<file path="config.mk">
export PLATFORM = sky130hd
export DESIGN_NAME = escaped_frame_codec_top
export DESIGN_NICKNAME = d
export VERILOG_FILES = /design/src/efc_pkg.sv /design/src/escaped_frame_codec_top.sv
export SDC_FILE = /design/constraint.sdc
export NUM_CORES = 1
export LEC_CHECK = 0
export ABC_AREA = 0
export BUFFER_PORTS_ARGS = -buffer_cell sky130_fd_sc_hd__buf_2
export CORE_MARGIN = 5
export CORE_UTILIZATION = 53
export CTS_CLUSTER_DIAMETER = 50
export DETAILED_ROUTE_END_ITERATION = 12
export GPL_TIMING_DRIVEN = 0
export PLACE_DENSITY = 0.77
export SLEW_MARGIN = 20
export SYNTH_ARGS = -nofsm -noshare
export SYNTH_HDL_FRONTEND = slang
export SYNTH_SLANG_ARGS = --single-unit
</file>
<file path="constraint.sdc">
create_clock -name clk -period 2.8 [get_ports clk]
set_input_delay 0.28 -clock clk [delete_from_list [all_inputs] [get_ports clk]]
set_output_delay 0.28 -clock clk [all_outputs]
set_load 0.03 [all_outputs]
</file>
<file path="src/efc_pkg.sv">
`default_nettype none
package efc_pkg;

  // Framing constants
  localparam logic [7:0] START_MARK = 8'hAA;
  localparam logic [7:0] ESC_MARK   = 8'hFF;
  localparam logic [3:0] SEQ_MASK   = 4'hF;

  // Input opcodes
  localparam logic [1:0] OP_ENCODE    = 2'd0;
  localparam logic [1:0] OP_DECODE    = 2'd1;
  localparam logic [1:0] OP_CHUNK_END = 2'd2;

  // Result kinds
  localparam logic [1:0] KIND_LINE  = 2'd0;
  localparam logic [1:0] KIND_DATA  = 2'd1;
  localparam logic [1:0] KIND_DONE  = 2'd2;
  localparam logic [1:0] KIND_ERROR = 2'd3;

  // Error codes
  localparam logic [1:0] ERR_NO_START = 2'd0;
  localparam logic [1:0] ERR_NO_LEN   = 2'd1;
  localparam logic [1:0] ERR_RAN_OUT  = 2'd2;

  // Receive phases
  localparam logic [2:0] PH_HUNT = 3'd0;
  localparam logic [2:0] PH_LEN  = 3'd1;
  localparam logic [2:0] PH_SEQ  = 3'd2;
  localparam logic [2:0] PH_DATA = 3'd3;
  localparam logic [2:0] PH_ESC  = 3'd4;
  localparam logic [2:0] PH_DONE = 3'd5;

  // Most result words one input word can cause
  localparam int MAX_RES = 5;

  typedef struct packed {
    logic [1:0] kind;
    logic [7:0] out_byte;
    logic [7:0] payload_index;
    logic [7:0] frame_length;
    logic [1:0] error_code;
    logic       last;
  } res_t;

  function automatic res_t mk_res(logic [1:0] kind, logic [7:0] b, logic [7:0] idx,
                                  logic [7:0] flen, logic [1:0] err);
    res_t r;
    r.kind          = kind;
    r.out_byte      = b;
    r.payload_index = idx;
    r.frame_length  = flen;
    r.error_code    = err;
    r.last          = 1'b0;
    return r;
  endfunction

endpackage
`default_nettype wire

</file>
<file path="src/escaped_frame_codec_top.sv">
`default_nettype none
// Byte-stuffed frame codec.
// Input stream (in_*): in_tuser carries the opcode (encode payload byte, decode
// line byte, chunk end); in_tdata carries the byte and the encode/decode
// side fields. Output stream (out_*): one result word per transfer, kind in
// out_tuser, out_tlast set on the final word caused by one input word.
// An accepted word is expanded in the same cycle into a result queue of up
// to five entries; its first result is visible on the next cycle.
// Words that cause no result (most line bytes while decoding) are taken one
// per cycle. A word causing results holds the output until each is taken; the
// next input word is accepted in the cycle its last result is taken, so the
// output port sets the rate.
// Synchronous active-low reset empties the result queue, clears the send
// sequence number and returns the decoder to hunting for a start marker.
// When the receiver stalls, the head result holds and in_tready stays low
// while any result of the current word is queued.
module escaped_frame_codec_top (
  input  wire         clk,
  input  wire         rst_n,
  input  wire         in_tvalid,
  output logic        in_tready,
  // [7:0] data_byte, [8] first_of_frame, [16:9] payload_length,
  // [24:17] receive_capacity, [31:25] zero
  input  wire  [31:0] in_tdata,
  // [1:0] opcode
  input  wire  [1:0]  in_tuser,
  output logic        out_tvalid,
  input  wire         out_tready,
  // [7:0] out_byte, [15:8] payload_index, [23:16] frame_length,
  // [25:24] error_code, [31:26] zero
  output logic [31:0] out_tdata,
  // [1:0] kind
  output logic [1:0]  out_tuser,
  output logic        out_tlast
);
  import efc_pkg::*;

  // Result queue: entry 0 is the head shown on the output
  res_t       res_r   [MAX_RES];
  res_t       res_nxt [MAX_RES];
  res_t       new_res [MAX_RES];
  logic [2:0] cnt_r, cnt_nxt, new_cnt;

  // Codec state
  logic [3:0] seq_r, seq_nxt;
  logic [2:0] phase_r, phase_nxt;
  logic [7:0] rlen_r, rlen_nxt;
  logic [7:0] rcnt_r, rcnt_nxt;
  logic [7:0] rlim_r, rlim_nxt;

  logic       acc, take;
  logic [1:0] op;
  logic [7:0] d_byte, plen, cap, dlv_byte, cnt_inc, len_m1;
  logic       first;

  assign op     = in_tuser;
  assign d_byte = in_tdata[7:0];
  assign first  = in_tdata[8];
  assign plen   = in_tdata[16:9];
  assign cap    = in_tdata[24:17];

  assign out_tvalid = (cnt_r != 3'd0);
  assign in_tready  = (cnt_r == 3'd0) || ((cnt_r == 3'd1) && out_tready);
  assign acc        = in_tvalid && in_tready;
  assign take       = out_tvalid && out_tready;

  assign out_tuser = res_r[0].kind;
  assign out_tlast = res_r[0].last;
  assign out_tdata = {6'd0, res_r[0].error_code, res_r[0].frame_length,
                      res_r[0].payload_index, res_r[0].out_byte};

  assign cnt_inc  = rcnt_r + 8'd1;
  assign len_m1   = (d_byte == 8'd0) ? 8'd0 : d_byte - 8'd1;
  assign dlv_byte = (phase_r == PH_ESC) ? ~d_byte : d_byte;

  // Expand the incoming word into its results and next state
  always_comb begin
    for (int i = 0; i < MAX_RES; i++) begin
      new_res[i] = mk_res(KIND_LINE, 8'd0, 8'd0, 8'd0, ERR_NO_START);
    end
    new_cnt   = 3'd0;
    seq_nxt   = seq_r;
    phase_nxt = phase_r;
    rlen_nxt  = rlen_r;
    rcnt_nxt  = rcnt_r;
    rlim_nxt  = rlim_r;
    unique case (op)
      OP_ENCODE: begin
        if (first) begin
          new_res[0] = mk_res(KIND_LINE, START_MARK, 8'd0, 8'd0, ERR_NO_START);
          new_res[1] = mk_res(KIND_LINE, plen + 8'd1, 8'd0, 8'd0, ERR_NO_START);
          new_res[2] = mk_res(KIND_LINE, {4'd0, seq_r & SEQ_MASK}, 8'd0, 8'd0,
                              ERR_NO_START);
          new_cnt    = 3'd3;
          seq_nxt    = (seq_r + 4'd1) & SEQ_MASK;
        end
        if (d_byte == START_MARK || d_byte == ESC_MARK) begin
          new_res[new_cnt]        = mk_res(KIND_LINE, ESC_MARK, 8'd0, 8'd0,
                                           ERR_NO_START);
          new_res[new_cnt + 3'd1] = mk_res(KIND_LINE, ~d_byte, 8'd0, 8'd0,
                                           ERR_NO_START);
          new_cnt                 = new_cnt + 3'd2;
        end else begin
          new_res[new_cnt] = mk_res(KIND_LINE, d_byte, 8'd0, 8'd0, ERR_NO_START);
          new_cnt          = new_cnt + 3'd1;
        end
      end
      OP_DECODE: begin
        unique case (phase_r)
          PH_HUNT: begin
            if (d_byte == START_MARK) phase_nxt = PH_LEN;
          end
          PH_LEN: begin
            rlen_nxt  = len_m1;
            rlim_nxt  = (cap < len_m1) ? cap : len_m1;
            rcnt_nxt  = 8'd0;
            phase_nxt = PH_SEQ;
          end
          PH_SEQ: begin
            if (rlim_r == 8'd0) begin
              new_res[0] = mk_res(KIND_DONE, 8'd0, 8'd0, rlen_r, ERR_NO_START);
              new_cnt    = 3'd1;
              phase_nxt  = PH_DONE;
            end else begin
              phase_nxt = PH_DATA;
            end
          end
          PH_DATA, PH_ESC: begin
            if (phase_r == PH_DATA && d_byte == ESC_MARK) begin
              phase_nxt = PH_ESC;
            end else begin
              // deliver one payload byte, close the frame at the limit
              new_res[0] = mk_res(KIND_DATA, dlv_byte, rcnt_r, 8'd0, ERR_NO_START);
              new_cnt    = 3'd1;
              rcnt_nxt   = cnt_inc;
              if (cnt_inc >= rlim_r) begin
                new_res[1] = mk_res(KIND_DONE, 8'd0, 8'd0, rlen_r, ERR_NO_START);
                new_cnt    = 3'd2;
                phase_nxt  = PH_DONE;
              end else begin
                phase_nxt = PH_DATA;
              end
            end
          end
          default: ;
        endcase
      end
      OP_CHUNK_END: begin
        unique case (phase_r)
          PH_HUNT: begin
            new_res[0] = mk_res(KIND_ERROR, 8'd0, 8'd0, 8'd0, ERR_NO_START);
            new_cnt    = 3'd1;
          end
          PH_LEN: begin
            new_res[0] = mk_res(KIND_ERROR, 8'd0, 8'd0, 8'd0, ERR_NO_LEN);
            new_cnt    = 3'd1;
          end
          PH_SEQ: begin
            if (rlim_r == 8'd0) begin
              new_res[0] = mk_res(KIND_DONE, 8'd0, 8'd0, rlen_r, ERR_NO_START);
            end else begin
              new_res[0] = mk_res(KIND_ERROR, 8'd0, 8'd0, 8'd0, ERR_RAN_OUT);
            end
            new_cnt = 3'd1;
          end
          PH_DATA, PH_ESC: begin
            new_res[0] = mk_res(KIND_ERROR, 8'd0, 8'd0, 8'd0, ERR_RAN_OUT);
            new_cnt    = 3'd1;
          end
          default: ;
        endcase
        phase_nxt = PH_HUNT;
        rlen_nxt  = 8'd0;
        rcnt_nxt  = 8'd0;
        rlim_nxt  = 8'd0;
      end
      default: ;
    endcase
    // mark the final result of this word
    for (int i = 0; i < MAX_RES; i++) begin
      new_res[i].last = (3'(i) + 3'd1 == new_cnt);
    end
  end

  // Load a new word's results or advance the queue on a take
  always_comb begin
    for (int i = 0; i < MAX_RES; i++) begin
      res_nxt[i] = res_r[i];
    end
    cnt_nxt = cnt_r;
    if (acc) begin
      for (int i = 0; i < MAX_RES; i++) begin
        res_nxt[i] = new_res[i];
      end
      cnt_nxt = new_cnt;
    end else if (take) begin
      for (int i = 0; i < MAX_RES - 1; i++) begin
        res_nxt[i] = res_r[i + 1];
      end
      cnt_nxt = cnt_r - 3'd1;
    end
  end

  // Hold result payload
  always_ff @(posedge clk) begin
    for (int i = 0; i < MAX_RES; i++) begin
      res_r[i] <= res_nxt[i];
    end
  end

  // Control and codec state
  always_ff @(posedge clk) begin
    if (!rst_n) begin
      cnt_r   <= 3'd0;
      seq_r   <= 4'd0;
      phase_r <= PH_HUNT;
      rlen_r  <= 8'd0;
      rcnt_r  <= 8'd0;
      rlim_r  <= 8'd0;
    end else begin
      cnt_r <= cnt_nxt;
      if (acc) begin
        seq_r   <= seq_nxt;
        phase_r <= phase_nxt;
        rlen_r  <= rlen_nxt;
        rcnt_r  <= rcnt_nxt;
        rlim_r  <= rlim_nxt;
      end
    end
  end

  // A header advances the send sequence by one
  a_seq_step: assert property (@(posedge clk) disable iff (!rst_n)
    (acc && op == OP_ENCODE && first) |=> (seq_r == $past(seq_r) + 4'd1))
    else $error("send sequence did not advance after a header");

  // A tagged last result is the only one left in the queue
  a_last_tail: assert property (@(posedge clk) disable iff (!rst_n)
    (out_tvalid && out_tlast) |-> (cnt_r == 3'd1))
    else $error("last result is not at the queue tail");

  // While taking payload, the delivered count stays under the limit
  a_count_lim: assert property (@(posedge clk) disable iff (!rst_n)
    (phase_r == PH_DATA || phase_r == PH_ESC) |-> (rcnt_r < rlim_r))
    else $error("receive count reached limit while taking payload");

  // Chunk end returns the decoder to hunting with cleared counters
  a_chunk_clr: assert property (@(posedge clk) disable iff (!rst_n)
    (acc && op == OP_CHUNK_END) |=>
      (phase_r == PH_HUNT && rcnt_r == 8'd0 && rlim_r == 8'd0))
    else $error("decoder not cleared after chunk end");

endmodule
`default_nettype wire

</file>
# Word-level counts from Yosys, hierarchy flattened
# Memories as Yosys holds them, arrays and structs flattened.
# Index checks and enable logic that the tools add are counted.
[totals]
word_cells = 116
mem_count = 1
rom_bits = 0
ramBits = 145
register_bits = 34
latchBits = 0
input_bits = 38
[memory_table]
columns = ["name", "words", "word_bits", "rd", "rd_ports_with_merged_regs", "write_ports", "line_no", "source"]
rows = [
  ["res_r", 5, 29, 5, 0, 5, "escaped_frame_codec_top.sv:39", "res_t res_r [MAX_RES];"],
]
[classes]
n_eq_ne = 19
n_reduce_logical = 22
n_shift = 0
n_lt_le_gt_ge = 6
n_mul = 0
addsub = 7
n_mux = 49
n_bitwise = 6
div = 0
[op_table]
columns = ["cell", "count"]
rows = [
  ["145-bit bitwise mux", 2],
  ["116-bit two-way mux", 2],
  ["29-bit demux with 3-bit select", 2],
  ["29-bit two-way mux", 6],
  ["87-bit two-way mux", 2],
  ["145-bit two-way mux", 1],
  ["29-bit one-hot mux with 2 select lines", 2],
  ["29-bit one-hot mux with 4 select lines", 1],
  ["105-bit bitwise AND", 1],
  ["105-bit NOT", 1],
  ["29-bit one-hot mux with 3 select lines", 1],
  ["85-bit two-way mux", 1],
  ["8-bit one-hot mux with 2 select lines", 4],
  ["57-bit two-way mux", 1],
  ["8-bit two-way mux", 6],
  ["40-bit bitwise OR", 1],
  ["28-bit two-way mux", 1],
  ["3-bit two-way mux", 8],
  ["8-bit by 1-bit adder with 8-bit output, second input constant", 2],
  ["8-bit equality test, second input constant", 2],
  ["8-bit zero test", 2],
  ["3-bit one-hot mux with 4 select lines", 1],
  ["3-bit one-hot mux with 3 select lines", 1],
  ["4-bit >= comparator, second input constant", 2],
  ["36 further kinds", 56],
]

# Logic depth before layout (Yosys ltp)
[depth]
ltp_word = 13
ltp_mapped = 15
mapped_depth_nobuf = 12

# Worst setup path after synthesis
# Ideal clock, no wire load.
[synth_path]
path_type = "input to register"
start = "in in_tdata[0]"
end = "mem res_r[0][58] in the netlist's numbering, data pin"
t_arrival_ns = 2.663
t_required_ns = 2.544
slack_ns = -0.119
setup_time_ns = 0.256
stages = 12
cell_sequence = "clkbuf_1 -> inv_1 -> ha_1 -> or4b_1 -> a21oi_1 -> buf_2 -> ha_1 -> a22o_1 -> a31oi_1 -> o21ai_0 -> and2_1 -> a22o_1"
[synth_lines]
columns = ["element", "line_no", "source"]
rows = [
  ["start, declared", "escaped_frame_codec_top.sv:24", "input wire [31:0] in_tdata,"],
  ["end, declared", "escaped_frame_codec_top.sv:39", ""],
]

==> out/qor.tcl <==
set qor(hp-start) {rst_n}
set qor(cp_slowest_cell) {sky130_fd_sc_hd__dfxtp_2}
set qor(power.ir.vdd_worst_mv) 1.011
set qor(final.min_clock_period_ps) 2716
set qor(grt-ovfl-total) 0
set qor(worstHoldPathType) {in -> reg}
set qor(layout-area-overhead-vs-synth_pct) 15.38
set qor(root_buffer_master) {sky130_fd_sc_hd__clkbuf_16}
set qor(worstReg2RegStart) {rcnt_r[0]}
set qor(critical_path.cell_chain) {ha_1, nand3_1, nor2_2, xor2_2, ha_1, o21a_1, a21oi_2, o31ai_4, and3_1, and2_1}
set qor(ys.flop_type) {sky130_fd_sc_hd__edfxtp_1}
set qor(status) {complete, no violations}
set qor(element_type_at_the_critical_path_start) {flip-flop}
set qor(drtIter0Drc) 308
set qor(place.port_buffers) 57
set qor(postSynthCellCount) 614
set qor(final_nets) 760
set qor(fin_area_sq_um) 6983
set qor(clock_path_buffers) 2
set qor(ys_seq_elements) 108
set qor(grt_antenna_before_repair) 0
set qor(synth-compound-area-share_pct) 12.69
set qor(routed_via_density) 5.662
set qor(synth.most_common_cell) {sky130_fd_sc_hd__edfxtp_1}
set qor(power-per-cell-area_nw_per_um2) 911.1
set qor(worst_skew_pair.late_latency_ps) 350
set qor(number_of_buffers_created_by_cts) 9
set qor(total_routing_usage_reported_by_global_routing_pct) 21.52
set qor(power_leakage_nw) 2.985
set qor(final.setup_skew_ps) 10.39
set qor(cts_tree) {done}
set qor(final.fill_count) 936
set qor(synthesis.yosys.warnings) 0
set qor(finalMaxSlewViolations) 0
set qor(die-area_sq_um) 13660
set qor(cp-startpoint) {rcnt_r[0]}
set qor(synthXorXnorAreaFrac_pct) 2.750
set qor(yosys.area_share.adder_pct) 6.202
set qor(synth_area_per_cell_sq_um) 9.857
set qor(die_h_um) 116.9
set qor(worst_ep_arrival_time_ps) 2820
set qor(cts_hold_repair.buffers) 0
set qor(yosys.area_share.simple_pct) 19.83
set qor(synth_area_leaders) {sky130_fd_sc_hd__edfxtp_1, sky130_fd_sc_hd__dfxtp_1, sky130_fd_sc_hd__ha_1, sky130_fd_sc_hd__buf_4, sky130_fd_sc_hd__nand2_1}
set qor(count_of_nets_left_with_antenna_violations_after_detail_routing) 0
set qor(synth_largest_area_cell) {sky130_fd_sc_hd__edfxtp_1}
set qor(worstPathMaxFanout) 9
set qor(highest_attainable_clock_frequency_mhz) 368.1
set qor(largest_family_of_logic_cells_by_synthesized_area) {simple AND/OR/NAND/NOR gates}
set qor(clkSinkCount) 108
set qor(synth.distinct_cells) 63
set qor(vias) 4756
set qor(post_route_fraction_of_the_period_consumed_by_the_critical_path_pct) 97.01
set qor(setup_viols_final) 0
set qor(postPlaceCellArea_sq_um) 6613
set qor(detailed_place_hpwl_um) 10360
set qor(gp_congestion) 0.9563
set qor(number_of_global_route_vias_before_repair) 4608
set qor(initial_utilization_pct) 53.46
set qor(timing.critical_path.mode_cell) {sky130_fd_sc_hd__ha_1}
set qor(max_cap_viol_count) 0
set qor(placed_cells_incl_taps) 824
set qor(worst_pin_slew_ps) 1015
set qor(drive_above_1_share_pct) 22.24
set qor(die_x_um) 116.9
set qor(preCtsSetupSlack_ps) -521.6
set qor(worst-endpoint-required_ps) 2900
set qor(grt_start_max_net_pins) 27
set qor(worstSetupEndpointType) {flip-flop}
set qor(grt_first_pass_wirelength_um) 22650
set qor(commonest_cells_post_synth) {sky130_fd_sc_hd__edfxtp_1, sky130_fd_sc_hd__nand2_1, sky130_fd_sc_hd__nor2_1, sky130_fd_sc_hd__buf_4, sky130_fd_sc_hd__dfxtp_1}
set qor(diodes) 0
set qor(critical_path.max_stage_delay_ps) 400
set qor(timing.hold.ws_ps) 240.4
set qor(avgRoutedWirePerCell_um) 16.89
set qor(ys_async_sr_fraction_pct) 0
set qor(remaining_drc_errors) 0
set qor(fin_cells) 840
set qor(critPathKind) {reg -> reg}
set qor(finalWirelength_um) 14190
set qor(io-pin-count) 75
set qor(rows) 39
set qor(dr.pass1.iters) 5
set qor(portion_of_the_post_synthesis_area_used_by_sequential_elements_pct) 47.96
set qor(synth_enable_flop_cells) 74
set qor(core_outline_area_sq_um) 11320
set qor(relSlewSlack_pct) 32.32
set qor(report.final.hold_viol_count) 0
set qor(final_critical_path_setup_slack_ps) 83.66
set qor(synth.area.mux_share_pct) 2.481
set qor(synth_top_area_share_pct) 36.72
set qor(htree_num_levels) 3
set qor(syn_area_sq_um) 6052
set qor(cts.reportedPaths.clkPinSlew_ps) 60
-- metrics by stage --
stage / power (mW) / setup TNS (ps) / util [%]
final: 6.362 / 0 / 61.68
after global routing: 6.712 / -160.4 / 61.68
after CTS: 6.367 / 0 / 61.02
after detailed placement: 5.226 / -9739 / 58.41
after global placement: 5.060 / -14580 / 57.92
after floorplan: 4.479 / 0 / -
-- sequential cells by signal, summed over array words and instances, names as in the netlist --
signal and flops:
rlim_r 8, rlen_r 8, res_r 74, rcnt_r 8, seq_r 4, phase_r 3
cnt_r 3
-- power breakdown --
part	internal, mW	switching, mW
sequential	2.49	0.165
combinational	0.941	1.64
clock	0.595	0.534
total	4.03	2.34
-- cells in the final DEF, fill, tap and decap left out, types with 4 or more instances in the layout --
cell / instances
sky130_fd_sc_hd__nand3b_1: 4
sky130_fd_sc_hd__o21ai_0: 26
sky130_fd_sc_hd__and2_1: 20
sky130_fd_sc_hd__conb_1: 9
sky130_fd_sc_hd__a22o_1: 14
sky130_fd_sc_hd__buf_4: 38
sky130_fd_sc_hd__o31ai_1: 5
sky130_fd_sc_hd__a31oi_1: 4
sky130_fd_sc_hd__a211oi_1: 5
sky130_fd_sc_hd__nor2_1: 58
sky130_fd_sc_hd__mux2i_1: 12
sky130_fd_sc_hd__nand2_1: 70
sky130_fd_sc_hd__a21oi_1: 24
sky130_fd_sc_hd__dfxtp_1: 31
sky130_fd_sc_hd__buf_2: 63
sky130_fd_sc_hd__xor2_1: 8
sky130_fd_sc_hd__a21o_1: 4
sky130_fd_sc_hd__a211o_1: 5
sky130_fd_sc_hd__edfxtp_1: 74
sky130_fd_sc_hd__clkbuf_16: 9
sky130_fd_sc_hd__and3_1: 12
sky130_fd_sc_hd__ha_1: 30
sky130_fd_sc_hd__nor3_1: 13
sky130_fd_sc_hd__nand2b_1: 10
sky130_fd_sc_hd__nand4_1: 4
sky130_fd_sc_hd__nand3_1: 17
sky130_fd_sc_hd__inv_1: 21
sky130_fd_sc_hd__xnor2_1: 8
sky130_fd_sc_hd__clkbuf_1: 20
-- worst max-delay path, delay by kind of cell, from the launching register on --
family	cells	cell delay, ps
flops	1	400
compound gates	3	540
simple gates	4	850
xor+xnor	1	190
fa+ha+maj	2	490
-- kinds of logic after synthesis --
kind of cell,after synthesis
simple gates,237
fa+ha+maj,30
buf+inv,89
compound gates,115
flops,108
xor+xnor,19
other cells,1
mux,15
-- per-layer routing --
layer,GRT usage [%],routed length [um],vias to the layer above
li1,-,-,2289
met1,28.77,6263,2261
met2,35.04,6680,185
met3,4.524,933,21
met4,7.187,312,0
met5,0,0,-
-- area by class of cell --
type	instances	area (sq um)	area share [%]
Buffer	63	401.6	5.752
Clock buffer	12	236.5	3.386
Clock inverter	4	17.52	0.2509
Inverter	24	93.84	1.344
Multi-Input combinational cell	425	2793	39.99
Sequential cell	108	2907	41.62
Tap cell	143	178.9	2.562
Timing Repair Buffer	61	355.3	5.089
-- path summary, 6_finish.rpt --
path | end | slack (ps) | depth (start not counted)
min | phase_r[2] | 240 | 2
max | res_r[0][39] | 80 | 10
max reg2reg | res_r[0][39] | 80 | 10
min reg2reg | rlim_r[7] | 470 | 2
-- repair_timing --
item                       4_1_cts  5_1_grt
gates cloned                     0        0
pin swaps                        0        4
setup endpoints to repair       24       21
resized for setup               11       18
setup buffers                    0        2
Note: power is estimated with default switching activity, not from simulation.
